--- src/rtl/rdvc_pkg.sv ---
// shared widths, defaults and codes for the range distinct value counter
package rdvc_pkg;

    localparam int LEAVES_DEFAULT      = 1024;
    localparam int VALUE_LIMIT_DEFAULT = 64;

    localparam int POS_W   = 11;
    localparam int VAL_W   = 6;
    localparam int COUNT_W = 7;

    // popcount works on groups of this many bits
    localparam int GROUP_W     = 8;
    localparam int GROUP_CNT_W = $clog2(GROUP_W + 1);

    localparam logic ACTION_WRITE = 1'b0;
    localparam logic ACTION_QUERY = 1'b1;

endpackage

--- src/rtl/rdvc_popcount.sv ---
// two-stage pipelined popcount of a presence mask
module rdvc_popcount #(
    parameter int WIDTH = rdvc_pkg::VALUE_LIMIT_DEFAULT
) (
    input  logic                         clk,
    input  logic                         rst_n,
    input  logic                         in_valid,
    input  logic [WIDTH-1:0]             mask,
    output logic                         out_valid,
    output logic [rdvc_pkg::COUNT_W-1:0] count
);

    localparam int GROUPS = (WIDTH + rdvc_pkg::GROUP_W - 1) / rdvc_pkg::GROUP_W;
    localparam int PAD_W  = GROUPS * rdvc_pkg::GROUP_W;

    logic [PAD_W-1:0]                   padded;
    logic [rdvc_pkg::GROUP_CNT_W-1:0]   grp_next [GROUPS];
    logic [rdvc_pkg::GROUP_CNT_W-1:0]   grp_reg  [GROUPS];
    logic                               s1_valid_reg;
    logic                               s2_valid_reg;
    logic [rdvc_pkg::COUNT_W-1:0]       count_next;
    logic [rdvc_pkg::COUNT_W-1:0]       count_reg;

    assign padded = PAD_W'(mask);

    // per-group bit counts
    always_comb
    begin
        for (int g = 0; g < GROUPS; g++)
        begin
            grp_next[g] = '0;
            for (int i = 0; i < rdvc_pkg::GROUP_W; i++)
            begin
                grp_next[g] = grp_next[g]
                    + rdvc_pkg::GROUP_CNT_W'(padded[g * rdvc_pkg::GROUP_W + i]);
            end
        end
    end

    // sum of the group counts
    always_comb
    begin
        count_next = '0;
        for (int g = 0; g < GROUPS; g++)
        begin
            count_next = count_next + rdvc_pkg::COUNT_W'(grp_reg[g]);
        end
    end

    always_ff @(posedge clk)
    begin
        grp_reg   <= grp_next;
        count_reg <= count_next;
    end

    always_ff @(posedge clk or negedge rst_n)
    begin
        if (!rst_n)
        begin
            s1_valid_reg <= 1'b0;
            s2_valid_reg <= 1'b0;
        end
        else
        begin
            s1_valid_reg <= in_valid;
            s2_valid_reg <= s1_valid_reg;
        end
    end

    assign out_valid = s2_valid_reg;
    assign count     = count_reg;

endmodule

--- config.mk ---
export PLATFORM = sky130hd
export DESIGN_NAME = rdvc_popcount
export DESIGN_NICKNAME = d
export VERILOG_FILES = /design/src/rtl/rdvc_pkg.sv /design/src/rtl/rdvc_popcount.sv
export SDC_FILE = /design/constraint.sdc
export NUM_CORES = 1
export LEC_CHECK = 0
export ABC_AREA = 0
export BUFFER_PORTS_ARGS = -buffer_cell sky130_fd_sc_hd__buf_2
export CAP_MARGIN = 5
export CELL_PAD_IN_SITES_DETAIL_PLACEMENT = 0
export CELL_PAD_IN_SITES_GLOBAL_PLACEMENT = 1
export CORE_ASPECT_RATIO = 1.25
export CORE_MARGIN = 2
export CORE_UTILIZATION = 37
export DETAILED_ROUTE_END_ITERATION = 8
export PLACE_DENSITY = 0.72
export SLEW_MARGIN = 10
export SYNTH_ARGS = -nofsm -noshare
export SYNTH_HDL_FRONTEND = slang
export SYNTH_SLANG_ARGS = --single-unit
--- constraint.sdc ---
create_clock -name clk -period 3.5 [get_ports clk]
set_input_delay 0.875 -clock clk [delete_from_list [all_inputs] [get_ports clk]]
set_output_delay 0.875 -clock clk [all_outputs]
set_load 0.02 [all_outputs]
==> qor.txt, run 1 <==
DRC violations left = 0
Clock Skew = 0.00283 ns
Clk Latency, worst-skew pair = 0.29 ns
Die area = 0.00881 mm²
Chip height = 104 µm
Clock buffer depth = 2
Iter 0 DRT Violations = 27
RR Endpoint = count[6]$_DFF_P_
Reg2reg start = grp_reg[10]$_DFF_P_
Max-Slew Margin vs Limit = 0.904
WP data required = 3.74 ns
Via count = 1846
Die Wd = 84.3 µm
Vias per cell = 4.04
Total CTS buffers = 5
Period utilisation layout = 0.955
H-tree Lvls = 2
Crit Path Class = reg2reg
Share of the synthesized area in the top cell type = 0.369
GP Congestion = 0.771
Post-DP HPWL = 3850 µm
Status = finished clean
Final WS setup = 0.159 ns
CP peak stage delay = 0.54 ns
Mapped cell area = 0.00299 mm²
Setup Viol. Count Final = 0
Post-synthesis instance total = 279
Vias in the first global route = 1936
Largest net degree at the start of global routing = 14
Worst-path cell chain = inv_2 -> fa_1 -> inv_2 -> fa_1 -> fa_1 -> inv_1 -> fa_1 -> inv_1 -> ha_2 -> inv_2 -> fa_2 -> nor2b_1 -> o21ai_1 -> nand2b_1
Avg Inst Size Synth = 10.7 µm²
Synth top area cells = fa_1 37%, dfxtp_1 26%, inv_1 15%
GR Util All Layers = 0.106
Most numerous cell on the critical path = fa_1
Fin crit period = 3.34 ns
Routed Antenna Nets = 0
Max Freq = 299 MHz
Clock sink total = 41
Fraction of layout cells with a size suffix above 1 = 0.257
CP arrival = 3.58 ns
# IOs = 75
Yosys cell types = 13
R2R depth = 14
Hold Path Class = in2async
Final WL = 4120 µm
Sequential fraction of the synthesis area = 0.278
Pre-CTS WS = -0.00207 ns
CTS tree = built
Initial antenna violation count = 0
Crit Path Max Fanout = 2
Synth warn = 0
CP Capture Type = flip-flop
Max cap viols = 0
CP Launch Type = flip-flop
Core area = 0.00784 mm²
Syn Nets = 432
Pre-antenna DRT Iters = 4
Slew Limit Fails = 0
Area Growth Syn to Fin = 21.5%
Count of final hold-check violations = 0
Most frequent cell after synthesis = inv_1
Critical-path top delay cell = fa_1
Number of synthesized register bits = 41
Fillers = 788
# rows = 36
Hold Buf Count CTS = 0
Worst-margin pin slew = 0.143 ns
Initial Util = 0.381
Synth top cells by count = 121 x inv_1, 55 x fa_1, 39 x dfxtp_1, 31 x ha_1, 9 x nor2b_1
Predominant post-synthesis flop cell = dfxtp_1
Fraction of registers with async set/reset = 0.0488
# nets final = 514
Total grt overflow = 0
CTS clk-pin slew, worst paths = 0.07 ns
Flop2flop setup slack = 0.16 ns
EDFF count, synth = 0
Yosys top cell by area = fa_1
First-pass GRT wire length = 7450 µm
Port buffer count = 74
DR WL/cell = 9.01 µm
Clock Tree Root = clkbuf_8
Ant. Diodes = 0
Max FFs per register = 32
==> stage by stage <==
stage	hold WS (ns)	cell area [µm²]	util	TNS (ns)	cells
2_1_floorplan	0.331	2990	-	0	279
3_3_place_gp	0.344	3470	0.443	0	448
3_5_place_dp	0.348	3470	0.443	-0.00207	448
4_1_cts	0.342	3610	0.461	0	456
5_1_grt	0.334	3630	0.463	-0.000326	457
6_report	0.354	3630	0.463	0	457
==> worst max-delay path by stage <==
stage | startpoint | endpoint | slack, ns | cells past startpoint
2_1_floorplan | grp_reg[3]$_DFF_P_ | count[5]$_DFF_P_ | 0.12 | 12
3_3_place_gp | grp_reg[2]$_DFF_P_ | count[6]$_DFF_P_ | 0.07 | 14
3_5_place_dp | grp_reg[3]$_DFF_P_ | count[5]$_DFF_P_ | -0.002 | 12
4_1_cts | grp_reg[3]$_DFF_P_ | count[5]$_DFF_P_ | 0.03 | 12
5_1_grt | grp_reg[15]$_DFF_P_ | count[5]$_DFF_P_ | -0.0003 | 12
6_report | grp_reg[10]$_DFF_P_ | count[6]$_DFF_P_ | 0.16 | 14
==> metal layers <==
layer | part of all wire | vias to the layer above | global-route usage
met5 | 0 | - | 0
met4 | 0.024 | 0 | 0.0454
met3 | 0.059 | 8 | 0.0302
met2 | 0.55 | 42 | 0.196
met1 | 0.37 | 872 | 0.110
li1 | - | 924 | -
==> layout by cell type, fill, tap and decap left out, drive strengths merged <==
| master | netlist | layout |
|---|---|---|
| a21oi | 9 | 9 |
| a21o | 1 | 1 |
| buf | 0 | 75 |
| dfxtp | 39 | 39 |
| o21ai | 1 | 1 |
| inv | 121 | 121 |
| dfrtp | 2 | 2 |
| ha | 31 | 31 |
| clkbuf | 0 | 5 |
| nand2b | 1 | 1 |
| xnor2 | 3 | 3 |
| xor2 | 7 | 7 |
| clkinv | 0 | 1 |
| bufinv | 0 | 2 |
| fa | 55 | 55 |
| nor2b | 9 | 9 |
==> critical path, delay by kind of cell, from the launching register on <==
kind | cells | cell delay [ns]
AO/OA/AOI/OAI | 1 | 0.07
adder cells (fa/ha/maj) | 6 | 2.48
buffers and inverters | 5 | 0.23
flip-flops | 1 | 0.33
AND/OR/NAND/NOR | 2 | 0.17
==> cell families after synthesis <==
family | count (synthesis) | share of synthesized area
simple gates | 10 | 0.0210
buf+inv | 121 | 0.152
fa+ha+maj | 86 | 0.499
xor+xnor | 10 | 0.0293
flops | 41 | 0.278
compound gates | 11 | 0.0205
==> area by class of cell <==
class | instances | area [µm²] | share of cell area
Multi-Input combinational cell | 117 | 1710 | 0.471
Sequential cell | 41 | 833 | 0.230
Inverter | 121 | 454 | 0.125
Timing Repair Buffer | 75 | 378 | 0.104
Tap cell | 95 | 119 | 0.0328
Clock buffer | 5 | 68.8 | 0.0190
Clock inverter | 3 | 65.1 | 0.0179
==> repair_timing <==
item	in CTS	in global routing
pin swaps	1	13
endpoints found under the setup margin	2	4
resized for setup	1	9
endpoints found under the hold margin	0	0
setup buffers	0	1
Power of run 1 is left out: the tool's default activity adds up to more than one toggle a clock period on the data nets, which glitch-free logic cannot reach.
==> run 2: changes to the inputs <==
--- a/config.mk
+++ b/config.mk
@@ -15,6 +15,8 @@
 export CORE_UTILIZATION = 37
 export DETAILED_ROUTE_END_ITERATION = 8
 export PLACE_DENSITY = 0.72
+export REMOVE_ABC_BUFFERS = 1
+export SKIP_LAST_GASP = 1
 export SLEW_MARGIN = 10
 export SYNTH_ARGS = -nofsm -noshare
 export SYNTH_HDL_FRONTEND = slang
==> constraint.sdc (replaced) <==
create_clock -name clk -period 3.5 [get_ports clk]
set_input_delay 0.7 -clock clk [delete_from_list [all_inputs] [get_ports clk]]
set_output_delay 0.7 -clock clk [all_outputs]
set_load 0.02 [all_outputs]
==> run 2 against run 1 <==
Sequential share of layout area grew 0.32 points. Clock-buffer cell count grew 3. Via count up 0.60%. Routed wire length down 0.22%. Worst hold slack worse by 0.18 ns. Critical path depth decreased by 2. Sequential cell count did not move. Register-to-register slack hardly changed. Critical path type unchanged. Critical endpoint is now count[5]$_DFF_P_.
==> qor.txt, run 2 (synthesis gave the netlist of run 1 again) <==
Max FFs per register = 32 (unchanged)
Pre-CTS WS = 0.0199 ns (+0.0219 ns)
Final WL = 4110 µm (-0.22%)
Setup Fix Bufs, Post-CTS = 0 (unchanged)
GR Util All Layers = 0.108 (+0.00151)
Multi-input gate area = 0.00171 mm² (-0.15%)
Max cap viols = 0 (unchanged)
Clock sink total = 41 (unchanged)
DRC violations left = 0 (unchanged)
Commonest non-fill, non-tap cell in the layout = inv_1
Post-DP HPWL = 3780 µm (-1.8%)
CTS tree = built
CP arrival = 3.56 ns (-0.02 ns)
Clk Latency, worst-skew pair = 0.29 ns (about the same)
Initial Util = 0.381 (unchanged)
Finished Core Util = 0.456 (-0.00703)
Status = finished clean
Post-placement cell count = 448 (unchanged)
WP data required = 3.72 ns (-0.02 ns)
GP Congestion = 0.780 (+1.2%)
DR WL/cell = 9.01 µm (about the same)
Vias in the first global route = 1924 (-0.62%)
Die area = 0.00881 mm² (unchanged)
Clock buffer depth = 2 (unchanged)
First-pass GRT wire length = 7600 µm (+2.1%)
Sequential cell area = 832 µm² (-0.15%)
Die Wd = 84.3 µm (unchanged)
Max-Slew Margin vs Limit = 0.904 (about the same)
# IOs = 75 (unchanged)
Crit Path Max Fanout = 2 (unchanged)
Via count = 1857 (+0.60%)
CTS clk-pin slew, worst paths = 0.07 ns (about the same)
Flop2flop setup slack = 0.17 ns (about the same)
Final WS setup = 0.168 ns (+0.00863 ns)
Chip height = 104 µm (unchanged)
RR Endpoint = count[5]$_DFF_P_
Count of final hold-check violations = 0 (unchanged)
H-tree Lvls = 2 (unchanged)
Setup Viol. Count Final = 0 (unchanged)
Commonest non-fill, non-tap cells in the layout = 117 x inv_1, 74 x buf_2, 54 x fa_1
R2R depth = 12 (-2)
Pre-antenna DRT Iters = 4 (unchanged)
PostCTS Resize Cnt = 0 (-1)
Core area = 0.00784 mm² (unchanged)
Max Freq = 300 MHz (+0.26%)
Port buffer count = 74 (unchanged)
Routed Antenna Nets = 0 (unchanged)
Total grt overflow = 0 (unchanged)
Crit Path Class = reg2reg
Total CTS buffers = 5 (unchanged)
Iter 0 DRT Violations = 18 (-33%)
# rows = 36 (unchanged)
# nets final = 513 (-0.19%)
Ant. Diodes = 0 (unchanged)
Area Growth Syn to Fin = 19.6%
Hold Path Class = in2async
Clock Tree Root = clkbuf_8
Initial antenna violation count = 0 (unchanged)
Clock Skew = 0.00601 ns (+0.00319 ns)
Largest net degree at the start of global routing = 13 (-1)
Non-Filler Instances = 456 (-0.22%)
Fin crit period = 3.33 ns (-0.00862 ns)
Worst-margin pin slew = 0.143 ns (-0.0000889 ns)
RSZ-0062 raised after global routing = true
CP Launch Type = flip-flop
Slew Limit Fails = 0 (unchanged)
CP Capture Type = flip-flop
Fillers = 782 (-0.76%)
Period utilisation layout = 0.952 (-0.00246)
Fraction of layout cells with a size suffix above 1 = 0.244 (-0.0131)
Vias per cell = 4.07 (+0.82%)
Hold Buf Count CTS = 0 (unchanged)
Reg2reg start = grp_reg[23]$_DFF_P_
[run 2: routing by layer]
layer	global-route usage	vias up	routed length, µm	share of wire
met4	0.0408	0	80	0.019
met5	0	-	0	0
met1	0.119	891	1550	0.38
met2	0.194	40	2240	0.54
met3	0.0294	7	237	0.058
li1	-	919	-	-
[run 2: worst max path at each step]
| stage | slack [ns] | end | start | depth (start not counted) |
|---|---|---|---|---|
| 2_1_floorplan | 0.12 | count[5]$_DFF_P_ | grp_reg[3]$_DFF_P_ | 12 |
| 3_3_place_gp | 0.06 | count[6]$_DFF_P_ | grp_reg[2]$_DFF_P_ | 14 |
| 3_5_place_dp | 0.02 | count[6]$_DFF_P_ | grp_reg[2]$_DFF_P_ | 14 |
| 4_1_cts | 0.0003 | count[6]$_DFF_P_ | grp_reg[2]$_DFF_P_ | 14 |
| 5_1_grt | -0.02 | count[5]$_DFF_P_ | grp_reg[23]$_DFF_P_ | 12 |
| 6_report | 0.17 | count[5]$_DFF_P_ | grp_reg[23]$_DFF_P_ | 12 |
[run 2: final cells by class]
type / count / area share
clock buffers: 8 / 0.0252
multi-input cells: 117 / 0.478
well taps: 95 / 0.0333
repair buffers: 74 / 0.104
inverters: 121 / 0.127
flip-flops and latches: 41 / 0.233
[run 2: through the flow]
stage	hold WS (ns)	setup TNS [ns]	area, µm²
5_1_grt	0.158	-0.0402	3570
3_3_place_gp	0.344	0	3470
2_1_floorplan	0.331	0	2990
6_report	0.174	0	3570
4_1_cts	0.158	0	3560
3_5_place_dp	0.352	0	3470
[run 2: worst max-delay path: stages, from the launching register on]
cell and delay (ns):
dfxtp_2 0.32, inv_2 0.03, fa_1 0.54, inv_2 0.04, fa_1 0.49, fa_1 0.50, inv_2 0.04, fa_1 0.55
inv_1 0.06, ha_1 0.27, a21o_1 0.17, a21oi_2 0.13, xnor2_1 0.12
Power of run 2 is left out for the same reason.
